### config.mk
export PLATFORM = sky130hd
export DESIGN_NAME = fletcher16_mod255_checksum_unit
export DESIGN_NICKNAME = d
export VERILOG_FILES = /design/src/hw/rtl/fl16_pkg.sv /design/src/hw/rtl/fl16_in_stage.sv /design/src/hw/rtl/fl16_sum_core.sv /design/src/hw/rtl/fl16_out_stage.sv /design/src/hw/rtl/fletcher16_mod255_checksum_unit.sv
export SDC_FILE = /design/constraint.sdc
export NUM_CORES = 1
export LEC_CHECK = 0
export BUFFER_PORTS_ARGS = -buffer_cell sky130_fd_sc_hd__buf_2
export CORE_MARGIN = 4
export CORE_UTILIZATION = 40
export DETAILED_ROUTE_END_ITERATION = 7
export PLACE_DENSITY = 0.65
export SYNTH_ARGS = -nofsm -noshare
export SYNTH_HDL_FRONTEND = slang
export SYNTH_SLANG_ARGS = --single-unit
export TNS_END_PERCENT = 5
### constraint.sdc
create_clock -name clk -period 9.4 [get_ports clk]
set_clock_uncertainty 0.1 [all_clocks]
set_input_delay 0.94 -clock clk [delete_from_list [all_inputs] [get_ports clk]]
set_output_delay 0.94 -clock clk [all_outputs]
set_load 0.01 [all_outputs]
### src/hw/rtl/fl16_pkg.sv
// Package for the Fletcher-16 checksum unit: word types, op codes, seeds and
// the modulo-255 reduction used by the sum core.
// No dependencies.
package fl16_pkg;

	localparam int unsigned BYTE_W = 8;
	localparam int unsigned OP_W   = 2;

	localparam logic [BYTE_W-1:0] SEED_A = 8'hAA;
	localparam logic [BYTE_W-1:0] SEED_B = 8'h00;
	localparam logic [BYTE_W:0]   MOD_F  = 9'd255;

	typedef enum logic [OP_W-1:0] {
		OP_ACCUM    = 2'd0,
		OP_GENERATE = 2'd1,
		OP_VERIFY   = 2'd2
	} op_t;

	typedef enum logic {
		KIND_CHECK   = 1'b0,
		KIND_VERDICT = 1'b1
	} kind_t;

	// One input word as held in the input register.
	typedef struct packed {
		logic [OP_W-1:0]   op;
		logic [BYTE_W-1:0] data_byte;
	} in_word_t;

	// One result word as held in the output register.
	typedef struct packed {
		logic              result_kind;
		logic [BYTE_W-1:0] check_first;
		logic [BYTE_W-1:0] check_second;
		logic              frame_ok;
	} res_word_t;

	// Reduce a sum of two values below 255 and 256 (so below 510) mod 255.
	function automatic logic [BYTE_W-1:0] mod255(input logic [BYTE_W:0] s);
		logic [BYTE_W:0] d;
		d = s - MOD_F;
		return (s >= MOD_F) ? d[BYTE_W-1:0] : s[BYTE_W-1:0];
	endfunction

endpackage

### src/hw/rtl/fl16_in_stage.sv
// Input register of the Fletcher-16 checksum unit: holds one accepted word
// until the sum core consumes it. Depends on fl16_pkg.
module fl16_in_stage (
	input  logic             clk,
	input  logic             arst_n,
	input  logic             in_valid,
	output logic             in_ready,
	input  fl16_pkg::in_word_t in_word,
	input  logic             advance,
	output logic             valid_s1,
	output fl16_pkg::in_word_t word_s1
);
	import fl16_pkg::*;

	// The register can take a word when empty or when its word moves on.
	assign in_ready = !valid_s1 || advance;

	always_ff @(posedge clk or negedge arst_n) begin
		if (!arst_n) begin
			valid_s1 <= 1'b0;
		end else if (in_ready) begin
			valid_s1 <= in_valid;
		end
	end

	always_ff @(posedge clk) begin
		if (in_ready && in_valid) begin
			word_s1 <= in_word;
		end
	end

endmodule

### src/hw/rtl/fl16_sum_core.sv
// Running modulo-255 sums and check-byte / verdict logic of the Fletcher-16
// checksum unit. Depends on fl16_pkg.
module fl16_sum_core (
	input  logic               clk,
	input  logic               arst_n,
	input  logic               fire,
	input  fl16_pkg::in_word_t word_s1,
	output logic               res_valid,
	output fl16_pkg::res_word_t res_word
);
	import fl16_pkg::*;

	logic [BYTE_W-1:0] sum_a_q;
	logic [BYTE_W-1:0] sum_b_q;
	logic [BYTE_W-1:0] a_new;
	logic [BYTE_W-1:0] b_new;
	logic [BYTE_W-1:0] first;
	logic [BYTE_W-1:0] second;
	logic              is_gen;
	logic              is_ver;

	// Fold the byte in, then derive the check bytes from the updated sums.
	always_comb begin
		a_new  = mod255({1'b0, sum_a_q} + {1'b0, word_s1.data_byte});
		b_new  = mod255({1'b0, sum_b_q} + {1'b0, a_new});
		first  = BYTE_W'(MOD_F - {1'b0, mod255({1'b0, a_new} + {1'b0, b_new})});
		second = BYTE_W'(MOD_F - {1'b0, mod255({1'b0, a_new} + {1'b0, first})});
		is_gen = 1'b0;
		is_ver = 1'b0;
		case (op_t'(word_s1.op))
			OP_GENERATE: is_gen = 1'b1;
			OP_VERIFY:   is_ver = 1'b1;
			default: begin
				is_gen = 1'b0;
				is_ver = 1'b0;
			end
		endcase
	end

	always_comb begin
		res_valid             = fire && (is_gen || is_ver);
		res_word.result_kind  = is_ver ? KIND_VERDICT : KIND_CHECK;
		res_word.check_first  = is_gen ? first  : '0;
		res_word.check_second = is_gen ? second : '0;
		res_word.frame_ok     = is_ver && (a_new == '0) && (b_new == '0);
	end

	always_ff @(posedge clk or negedge arst_n) begin
		if (!arst_n) begin
			sum_a_q <= SEED_A;
			sum_b_q <= SEED_B;
		end else if (fire) begin
			if (is_gen || is_ver) begin
				sum_a_q <= SEED_A;
				sum_b_q <= SEED_B;
			end else begin
				sum_a_q <= a_new;
				sum_b_q <= b_new;
			end
		end
	end

	a_sums_reseed: assert property (@(posedge clk) disable iff (!arst_n)
		fire && (is_gen || is_ver) |=> (sum_a_q == SEED_A) && (sum_b_q == SEED_B))
		else $error("sums not reseeded after end of frame");

	a_sums_range: assert property (@(posedge clk) disable iff (!arst_n)
		(sum_a_q != 8'hFF) && (sum_b_q != 8'hFF))
		else $error("running sum left the modulo-255 range");

endmodule

### src/hw/rtl/fl16_out_stage.sv
// Output register of the Fletcher-16 checksum unit: holds one result word
// until the receiver takes it. Depends on fl16_pkg.
module fl16_out_stage (
	input  logic                clk,
	input  logic                arst_n,
	input  logic                load,
	input  fl16_pkg::res_word_t res_word,
	output logic                free,
	output logic                out_valid,
	input  logic                out_ready,
	output fl16_pkg::res_word_t out_word
);
	import fl16_pkg::*;

	logic      out_valid_q;
	res_word_t out_word_q;

	// Free when empty or when the held word is taken in this cycle.
	assign free = !out_valid_q || out_ready;

	always_ff @(posedge clk or negedge arst_n) begin
		if (!arst_n) begin
			out_valid_q <= 1'b0;
		end else if (free) begin
			out_valid_q <= load;
		end
	end

	always_ff @(posedge clk) begin
		if (free && load) begin
			out_word_q <= res_word;
		end
	end

	assign out_valid = out_valid_q;
	assign out_word  = out_word_q;

	a_no_overwrite: assert property (@(posedge clk) disable iff (!arst_n)
		out_valid_q && !out_ready |-> !load)
		else $error("result loaded over a word still waiting");

endmodule

### src/hw/rtl/fletcher16_mod255_checksum_unit.sv
// Top level of the byte-serial Fletcher-16 checksum unit (modulo-255 sums).
// Instantiates fl16_in_stage, fl16_sum_core and fl16_out_stage; uses fl16_pkg.
//
// Usage:
//   The slave channel takes one word per frame byte: s_tdata carries the byte,
//   s_tuser the op. Op accumulate folds the byte into the running sums. Op
//   generate folds the byte as the last payload byte and then returns a word
//   with the two check bytes. Op verify folds the byte as the last byte of a
//   received frame (its second check byte) and returns a verdict word whose
//   frame_ok is set when both sums end at zero. The unused op code folds the
//   byte like accumulate. After a generate or verify word the sums go back to
//   their seeds (sum A 0xAA, sum B zero). Only generate and verify words
//   produce a master-side word; m_tuser says which kind it is.
//   An accepted word waits in the input register and its result word in the
//   output register, which drives m_tvalid. Throughput: one word per cycle
//   while results are taken; the sums update with a short modulo-255 add chain.
//   Reset (arst_n low) empties both registers and reseeds the sums.
//   When the receiver holds m_tready low with a result waiting, the input
//   register stops advancing and s_tready falls once it is full; no word is
//   lost and the sums do not move until the receiver takes the waiting word.
module fletcher16_mod255_checksum_unit (
	input  logic        clk,
	input  logic        arst_n,
	input  logic        s_tvalid,
	output logic        s_tready,
	input  logic [7:0]  s_tdata,   // [7:0] data_byte
	input  logic [1:0]  s_tuser,   // [1:0] op
	output logic        m_tvalid,
	input  logic        m_tready,
	output logic [23:0] m_tdata,   // [7:0] check_first, [15:8] check_second, [16] frame_ok
	output logic [0:0]  m_tuser    // [0] result_kind
);
	import fl16_pkg::*;

	in_word_t  in_word;
	in_word_t  word_s1;
	res_word_t res_word;
	res_word_t out_word;
	logic      valid_s1;
	logic      out_free;
	logic      fire;
	logic      res_valid;

	assign in_word.op        = s_tuser;
	assign in_word.data_byte = s_tdata;

	// The word in the input register is consumed whenever the output register
	// can take whatever it produces.
	assign fire = valid_s1 && out_free;

	fl16_in_stage u_in (
		.clk      (clk),
		.arst_n   (arst_n),
		.in_valid (s_tvalid),
		.in_ready (s_tready),
		.in_word  (in_word),
		.advance  (out_free),
		.valid_s1 (valid_s1),
		.word_s1  (word_s1)
	);

	fl16_sum_core u_core (
		.clk       (clk),
		.arst_n    (arst_n),
		.fire      (fire),
		.word_s1   (word_s1),
		.res_valid (res_valid),
		.res_word  (res_word)
	);

	fl16_out_stage u_out (
		.clk       (clk),
		.arst_n    (arst_n),
		.load      (res_valid),
		.res_word  (res_word),
		.free      (out_free),
		.out_valid (m_tvalid),
		.out_ready (m_tready),
		.out_word  (out_word)
	);

	// Pack the result: check bytes low, verdict flag above, zero fill to 24 bits.
	assign m_tdata = {7'd0, out_word.frame_ok, out_word.check_second, out_word.check_first};
	assign m_tuser = out_word.result_kind;

	a_stall_cause: assert property (@(posedge clk) disable iff (!arst_n)
		!s_tready |-> valid_s1 && m_tvalid && !m_tready)
		else $error("input stalled without a stalled result");

endmodule
==> summary.txt, run 1 <==
Status
  – Status: finished clean

Global route
  – Vias in the first global route: 3,192
  – Largest net degree at the start of global routing: 19
  – First-pass GRT wire length: 15.6 mm
  – Overall Global Routing Usage: 16.5%
  – Initial antenna violation count: 0
  – Total gr overflow: 0

Finish
  – Fill count: 917
  – Post-layout util: 50.4%
  – Final Cell Area: 0.00499 mm²
  – Footprint of the multi-input gates: 0.00293 mm²
  – Seq. cell area: 0.00130 mm²
  – Nets: 558
  – Fraction of layout cells with a size suffix above 1: 28.6%
  – Commonest cells after routing, fill and taps aside: nor2_1 (34), ha_1 (34), buf_2 (34)
  – Area grow syn2layout: 21.3%
  – Antenna cells: 0

Clock tree
  – Root Driver: clkbuf_8
  – CTS tree: yes
  – CTS hold repair buffers: 0
  – Worst-path clk slew: 0.09 ns
  – Max clock buf depth: 2
  – H-Tree Depth: 2
  – Clock insertion delay at the later pin of the skew report: 0.30 ns
  – Number of buffers inserted during clock tree synthesis: 5
  – Clock sinks: 46

Synth
  – Avg Synthesized Cell Area: 9.53 µm²
  – YS warnings: 0
  – Top_reg_cell synth: edfxtp_1
  – Cells after Synth: 432
  – Netlist Area Pre-Place: 0.00412 mm²
  – Synth async-reset ratio: 39.1%
  – Yosys cell types: 78
  – Synth Register Bits: 46
  – Part of the Yosys area used for sequential elements: 31.5%
  – EDFF count, synth: 28

Route
  – Starting DRT DRC Count: 195
  – WL per Instance: 16.3 µm
  – Post-DRT Antenna Nets: 0
  – Total wire length: 10.3 mm
  – Routed vias/inst: 5.73
  – DRC Markers: 0
  – Drt pass-1 iters: 5
  – Via count: 3,627

Placement
  – HPWL Detailed: 7.76 mm
  – Final RePlAce weighted congestion: 0.950
  – IO Port Bufs: 33
  – Placement Cell Area: 0.00456 mm²
  – Worst slack, placed: 0.144 ns

Die
  – Row count: 36
  – Initial Utilization: 41.6%
  – I/O pin total: 41
  – Die Wd: 109 µm
  – Die ar.: 0.0120 mm²
  – Die Y: 109 µm
  – Floorplan core area: 0.00991 mm²

Setup path
  – Worst EP arrival: 9.09 ns
  – Worst R2R Setup Slack: 0.27 ns
  – CP Launch Type: register
  – Crit path kind: register to register
  – CP max stage delay: 0.48 ns
  – Max Fanout on Critical Path: 6
  – Worst Setup End Kind: register
  – Worst EP required: 9.35 ns
  – Slowest CP cell: a2111o_1

STA
  – Final hold vios: 0
  – Fin crit period: 9.13 ns
  – Slew headroom: 61.5%
  – Final worst slack: 0.269 ns
  – Worst-Margin Slew: 0.562 ns
  – Slew Viols, Final: 0
  – Max Freq: 110 MHz
  – Period Utilization, post-route: 97.1%
  – Count of final setup violators: 0

Flow run
  – Max cap viols: 0

Hold path
  – Hold Crit Class: register to register
## worst paths after layout
check,from,endpoint,cells past startpoint
hold / removal,u_core.sum_b_q[7],u_core.sum_b_q[7],2
setup / recovery,u_in.word_s1[0],u_out.out_word[3],36
min in group asynchronous,arst_n,u_core.sum_b_q[7],1
max in group asynchronous,arst_n,u_core.sum_a_q[3],1
hold reg to reg,u_core.sum_b_q[7],u_core.sum_b_q[7],2
setup reg to reg,u_in.word_s1[0],u_out.out_word[3],36
## routing by layer
layer | up-vias | wire, µm | track usage (%)
li1 | 1750 | - | -
met1 | 1733 | 4620 | 22.4
met2 | 128 | 5020 | 28.0
met3 | 16 | 509 | 2.64
met4 | 0 | 155 | 2.67
met5 | - | 0 | 0
## critical path, delay by kind of cell, from the launching register on
kind | cells | cell delay, ns
AO/OA/AOI/OAI | 20 | 4.96
adder cells (fa/ha/maj) | 6 | 1.92
AND/OR/NAND/NOR | 4 | 0.58
XOR/XNOR | 4 | 0.63
flip-flops | 1 | 0.39
buffers and inverters | 2 | 0.34
## synth_stat cells (all sizes together), types with 3 or more instances
master	number	share of area (%)
a2111oi	3	0.82
a211o	4	0.85
a211oi	8	1.6
a21o	13	2.4
a21oi	28	3.5
a22o	9	1.9
a31oi	4	0.61
and2	10	1.6
and3	12	1.8
buf	11	2.0
dfrtp	14	8.5
dfstp	4	2.6
edfxtp	28	20
fa	4	1.9
ha	41	12
inv	20	1.8
mux2i	6	1.5
nand2	25	2.3
nand2b	8	1.2
nand3	6	0.73
nand4	4	0.61
nor2	35	3.2
nor3	11	1.3
nor3b	3	0.55
nor4	4	1.1
o2111ai	3	0.64
o211a	3	0.73
o211ai	3	0.55
o21a	9	1.7
o21ai	14	1.7
o22a	4	0.88
o22ai	3	0.46
o311ai	3	0.82
o31ai	5	0.91
or2	11	1.7
xnor2	13	2.8
xor2	17	3.6
## through the flow
stage / std cells / hold WS (ns) / setup TNS (ns)
2_1_floorplan: 438 / 0.356 / 0
3_3_place_gp: 615 / 0.374 / 0
3_5_place_dp: 615 / 0.379 / 0
4_1_cts: 623 / 0.400 / 0
5_1_grt: 633 / 0.438 / -0.294
6_report: 633 / 0.394 / 0
## sequential cells by signal (all words and copies together) (netlist names)
signal / count
u_in.valid_s1: 1
u_core.sum_b_q: 8
u_in.word_s1: 10
u_out.out_word: 18
u_core.sum_a_q: 8
u_out.out_valid: 1
## layout make-up
cell class | instances | area share (%)
Multi-Input combinational cell | 358 | 58.7
Sequential cell | 46 | 26.0
Timing Repair Buffer | 67 | 8.37
Tap cell | 133 | 3.33
Clock buffer | 8 | 2.03
Inverter | 21 | 1.58
## cell families (layout without fill, tap and decap cells)
logic type	count (synthesis)	after routing	synth area share, %
adders and majority gates	45	45	14.4
and+or+nand+nor	138	138	17.8
xor gates and xnor gates	30	30	6.38
other	1	7	0.0911
AOI/OAI and AO/OA	131	131	24.0
buffers and inverters	34	96	4.13
DFF	46	46	31.5
muxes	7	7	1.73
## repair_timing
item / 4_1_cts / 5_1_grt
gates resized for setup: 0 / 52
endpoints found under the hold margin: 0 / 0
endpoints found under the setup margin: 0 / 8
setup buffers: 0 / 9
Power of run 1 is left out: the tool's default activity adds up to more than one toggle a clock period on the data nets, which glitch-free logic cannot reach.
==> run 2: changes to the inputs <==
Settings changed: PLACE_DENSITY 0.65 to 0.63.
==> summary.txt, run 2 (synthesis gave the netlist of run 1 again) <==
Die
  – Initial Utilization: 41.6% (unchanged)
  – Die ar.: 0.0120 mm² (unchanged)
  – Floorplan core area: 0.00991 mm² (unchanged)
  – Die Y: 109 µm (unchanged)
  – Row count: 36 (unchanged)
  – I/O pin total: 41 (unchanged)
  – Die Wd: 109 µm (unchanged)

Status
  – Status: finished clean (unchanged)

Flow run
  – Max cap viols: 0 (unchanged)

STA
  – Fin crit period: 9.12 ns (was 9.13 ns)
  – Setup_tns: 0 ns (unchanged)
  – Worst hold margin: 0.398 ns (was 0.394 ns)
  – Worst-Margin Slew: 0.465 ns (was 0.562 ns)
  – Count of final setup violators: 0 (unchanged)
  – Period Utilization, post-route: 97.0% (was 97.1%)
  – Slew Viols, Final: 0 (unchanged)
  – Final hold vios: 0 (unchanged)
  – Max Freq: 110 MHz (about the same)
  – Slew headroom: 68.1% (was 61.5%)

Setup path
  – CP Launch Type: register (unchanged)
  – Worst Setup End Kind: register (unchanged)
  – Slowest CP cell: fa_1 (was a2111o_1)
  – Most frequent CP cell: buf_4
  – Worst EP required: 9.35 ns (about the same)
  – CP max stage delay: 0.44 ns (was 0.48 ns)
  – Max Fanout on Critical Path: 7 (was 6)
  – Worst EP arrival: 9.07 ns (was 9.09 ns)
  – Crit path kind: register to register (unchanged)

Clock tree
  – Number of buffers inserted during clock tree synthesis: 5 (unchanged)
  – H-Tree Depth: 2 (unchanged)
  – CTS hold repair buffers: 0 (unchanged)
  – Root Driver: clkbuf_8 (unchanged)
  – Clock insertion delay at the later pin of the skew report: 0.30 ns (about the same)
  – Clock sinks: 46 (unchanged)
  – CTS tree: yes (unchanged)
  – Max clock buf depth: 2 (unchanged)
  – Worst-path clk slew: 0.09 ns (about the same)

Finish
  – Commonest cells after routing, fill and taps aside: ha_1 (36), nor2_1 (34), buf_2 (34) (was nor2_1 (34), ha_1 (34), buf_2 (34))
  – Final Cell Area: 0.00495 mm² (was 0.00499 mm²)
  – Antenna cells: 0 (unchanged)
  – Seq. cell area: 0.00130 mm² (unchanged)
  – Fraction of layout cells with a size suffix above 1: 27.3% (was 28.6%)
  – Post-layout util: 50.0% (was 50.4%)
  – Area grow syn2layout: 20.3% (was 21.3%)
  – Commonest non-fill, non-tap cell in the layout: ha_1
  – Nets: 557 (was 558)
  – Fill count: 938 (was 917)
  – Footprint of the multi-input gates: 0.00290 mm² (was 0.00293 mm²)
  – Max reg flops: 18 (unchanged)

Route
  – Routed vias/inst: 5.62 (was 5.73)
  – Total wire length: 10.1 mm (was 10.3 mm)
  – DRC Markers: 0 (unchanged)
  – Starting DRT DRC Count: 129 (was 195)
  – Post-DRT Antenna Nets: 0 (unchanged)
  – WL per Instance: 15.9 µm (was 16.3 µm)
  – Via count: 3,549 (was 3,627)
  – Drt pass-1 iters: 4 (was 5)

Placement
  – IO Port Bufs: 33 (unchanged)
  – HPWL Detailed: 7.95 mm (was 7.76 mm)
  – Placement Cell Area: 0.00457 mm² (was 0.00456 mm²)
  – Final RePlAce weighted congestion: 0.883 (was 0.950)

Global route
  – First-pass GRT wire length: 16.0 mm (was 15.6 mm)
  – Overall Global Routing Usage: 16.8% (was 16.5%)
  – Initial antenna violation count: 0 (unchanged)
  – Total gr overflow: 0 (unchanged)
  – Vias in the first global route: 3,394 (was 3,192)
  – Largest net degree at the start of global routing: 19 (unchanged)

Hold path
  – Hold Crit Class: register to register (unchanged)
==> run 2: cell count changes in the layout (fill, tap and decap cells not counted), moves of 2 or more <==
cell,change
ha_1,+2
a21oi_1,+2
a21oi_2,-2
o31ai_2,-2
ha_4,-2
==> run 2: worst max-delay path, delay by kind of cell, from the launching register on <==
kind | cells | cell delay (ns)
AO/OA/AOI/OAI | 15 | 3.41
XOR/XNOR | 5 | 0.77
adder cells (fa/ha/maj) | 7 | 2.23
buffers and inverters | 5 | 0.70
flip-flops | 1 | 0.39
AND/OR/NAND/NOR | 7 | 1.28
==> run 2: per-stage QoR <==
step                      instances  worst slack (ns)
after detailed placement        616            0.0587
after CTS                       624            0.0253
after floorplan                 438             0.127
after global routing            632            -0.193
final                           632             0.281
after global placement          616             0.362
==> run 2: cell type report <==
type / instances / area share [%]
well taps: 133 / 3.36
clock inverters: 1 / 0.152
inverters: 21 / 1.59
multi-input cells: 358 / 58.5
flip-flops and latches: 46 / 26.2
clock buffers: 7 / 1.97
repair buffers: 66 / 8.28
==> run 2: layer usage <==
layer  wire length, µm  GRT usage [%]
met5                 0              0
met4               179           4.99
met3               557           2.70
met2              4840           28.7
met1              4500           21.8
==> run 2: worst paths after layout <==
check / start / endpoint / slack [ns] / cells after the start
max: u_core.sum_a_q[0] / u_out.out_word[5] / 0.28 / 39
max reg2reg: u_core.sum_a_q[0] / u_out.out_word[5] / 0.28 / 39
max in group asynchronous: arst_n / u_core.sum_a_q[3] / 8.41 / 1
min: u_core.sum_a_q[4] / u_core.sum_a_q[4] / 0.40 / 2
min reg2reg: u_core.sum_a_q[4] / u_core.sum_a_q[4] / 0.40 / 2
min in group asynchronous: arst_n / u_core.sum_b_q[1] / 0.45 / 1
==> run 2: repair_timing <==
| action | CTS | global route |
|---|---|---|
| buffers inserted | 0 | 7 |
| endpoints found under the setup margin | 0 | 8 |
| gates resized for setup | 0 | 45 |
Power of run 2 is left out for the same reason.
==> run 3: changes to the inputs <==
Settings changed: CORE_MARGIN 4 to 8.
==> summary.txt, run 3 (synthesis gave the netlist of run 1 again) <==
Route
  – WL per Instance: 16.7 µm (was 15.9 µm)
  – Total wire length: 10.6 mm (was 10.1 mm)
  – Routed vias/inst: 5.60 (was 5.62)
  – Drt pass-1 iters: 4 (unchanged)
  – Post-DRT Antenna Nets: 0 (unchanged)
  – Via count: 3,573 (was 3,549)
  – Starting DRT DRC Count: 258 (was 129)
  – DRC Markers: 0 (unchanged)

STA
  – Worst-Margin Slew: 0.501 ns (was 0.465 ns)
  – Slew headroom: 66.4% (was 68.1%)
  – Fin crit period: 9.11 ns (was 9.12 ns)
  – Max Freq: 110 MHz (about the same)
  – Worst hold margin: 0.416 ns (was 0.398 ns)
  – Setup_tns: 0 ns (unchanged)
  – Slew Viols, Final: 0 (unchanged)
  – Count of final setup violators: 0 (unchanged)
  – Period Utilization, post-route: 96.9% (was 97.0%)
  – Final hold vios: 0 (unchanged)

Clock tree
  – Clock insertion delay at the later pin of the skew report: 0.31 ns (was 0.30 ns)
  – Max clock buf depth: 2 (unchanged)
  – Number of buffers inserted during clock tree synthesis: 5 (unchanged)
  – H-Tree Depth: 2 (unchanged)
  – CTS tree: yes (unchanged)
  – Worst-path clk slew: 0.10 ns (was 0.09 ns)
  – Clock sinks: 46 (unchanged)
  – Root Driver: clkbuf_8 (unchanged)

Setup path
  – Slowest CP cell: fa_2 (was fa_1)
  – CP max stage delay: 0.58 ns (was 0.44 ns)
  – Worst EP arrival: 9.07 ns (about the same)
  – Crit path kind: register to register (unchanged)
  – Max Fanout on Critical Path: 7 (unchanged)
  – Worst EP required: 9.36 ns (was 9.35 ns)
  – Worst Path Buf+Inv: 5 (unchanged)
  – Worst Setup End Kind: register (unchanged)
  – CP delay by family, top: compound AO/OA/AOI/OAI gates (unchanged)
  – CP Launch Type: register (unchanged)

Flow run
  – Max cap viols: 0 (unchanged)

Die
  – Floorplan core area: 0.0101 mm² (was 0.00991 mm²)
  – Die Y: 117 µm (was 109 µm)
  – Die Wd: 117 µm (was 109 µm)
  – Initial Utilization: 40.6% (was 41.6%)
  – I/O pin total: 41 (unchanged)
  – Die ar.: 0.0138 mm² (was 0.0120 mm²)
  – Row count: 37 (was 36)

Global route
  – First-pass GRT wire length: 16.8 mm (was 16.0 mm)
  – Total gr overflow: 0 (unchanged)
  – Overall Global Routing Usage: 14.4% (was 16.8%)
  – Largest net degree at the start of global routing: 19 (unchanged)
  – Initial antenna violation count: 0 (unchanged)
  – Vias in the first global route: 3,516 (was 3,394)

Finish
  – Footprint of the multi-input gates: 0.00294 mm² (was 0.00290 mm²)
  – Commonest cells after routing, fill and taps aside: buf_4 (35), nor2_1 (34), ha_1 (34), buf_2 (34), edfxtp_1 (28) (was ha_1 (36), nor2_1 (34), buf_2 (34))
  – Seq. cell area: 0.00130 mm² (unchanged)
  – Final Cell Area: 0.00503 mm² (was 0.00495 mm²)
  – Max reg flops: 18 (unchanged)
  – Nets: 560 (was 557)
  – Antenna cells: 0 (unchanged)
  – Area grow syn2layout: 22.1% (was 20.3%)
  – Fill count: 929 (was 938)
  – Fraction of layout cells with a size suffix above 1: 28.7% (was 27.3%)
  – Commonest non-fill, non-tap cell in the layout: buf_4 (was ha_1)

Placement
  – IO Port Bufs: 33 (unchanged)
  – Placement Cell Area: 0.00456 mm² (was 0.00457 mm²)
  – HPWL Detailed: 8.02 mm (was 7.95 mm)
  – Final RePlAce weighted congestion: 0.945 (was 0.883)

Status
  – Status: finished clean (unchanged)

Hold path
  – Hold Crit Class: register to register (unchanged)
==> run 3: worst paths after layout <==
path | startpoint | endpoint | slack, ns | cells past startpoint
worst max register to register | u_core.sum_a_q[0] | u_out.out_word[5] | 0.29 | 37
worst min register to register | u_core.sum_a_q[4] | u_core.sum_a_q[4] | 0.42 | 2
min in group asynchronous | arst_n | u_core.sum_a_q[0] | 0.44 | 1
worst min-delay path | u_core.sum_a_q[4] | u_core.sum_a_q[4] | 0.42 | 2
worst max-delay path | u_core.sum_a_q[0] | u_out.out_word[5] | 0.29 | 37
max in group asynchronous | arst_n | u_core.sum_a_q[3] | 8.43 | 1
==> run 3: metal layers <==
layer	track usage [%]	vias to the layer above	part of all wire (%)
li1	-	1755	-
met1	17.9	1707	44
met2	25.0	94	49
met3	2.59	17	5.2
met4	3.60	0	1.8
met5	0	-	0
==> run 3: through the flow <==
| stage | setup slack, ns | utilization (%) | cells |
|---|---|---|---|
| after floorplan | 0.127 | - | 438 |
| after global placement | 0.345 | 44.9 | 617 |
| after detailed placement | 0.0935 | 44.9 | 617 |
| after CTS | 0.0343 | 46.0 | 625 |
| after global routing | -0.0386 | 49.6 | 638 |
| final | 0.289 | 49.6 | 638 |
==> run 3: layout make-up <==
type / count / share of cell area, %
multi-input cells: 358 / 58.5
repair buffers: 69 / 8.61
clock buffers: 6 / 1.87
flip-flops and latches: 46 / 25.8
clock inverters: 2 / 0.274
well taps: 136 / 3.39
inverters: 21 / 1.57
==> run 3: worst min-delay path, cell delays in order, from the launching register on <==
cell,delay (ns)
dfrtp_1,0.36
nand2_1,0.05
o21ai_0,0.07
==> run 3: repair_timing <==
item,in CTS,in global routing
hold buffers,0,0
setup endpoints to repair,0,8
resized for setup,0,50
setup buffers,0,12
Power of run 3 is left out for the same reason.
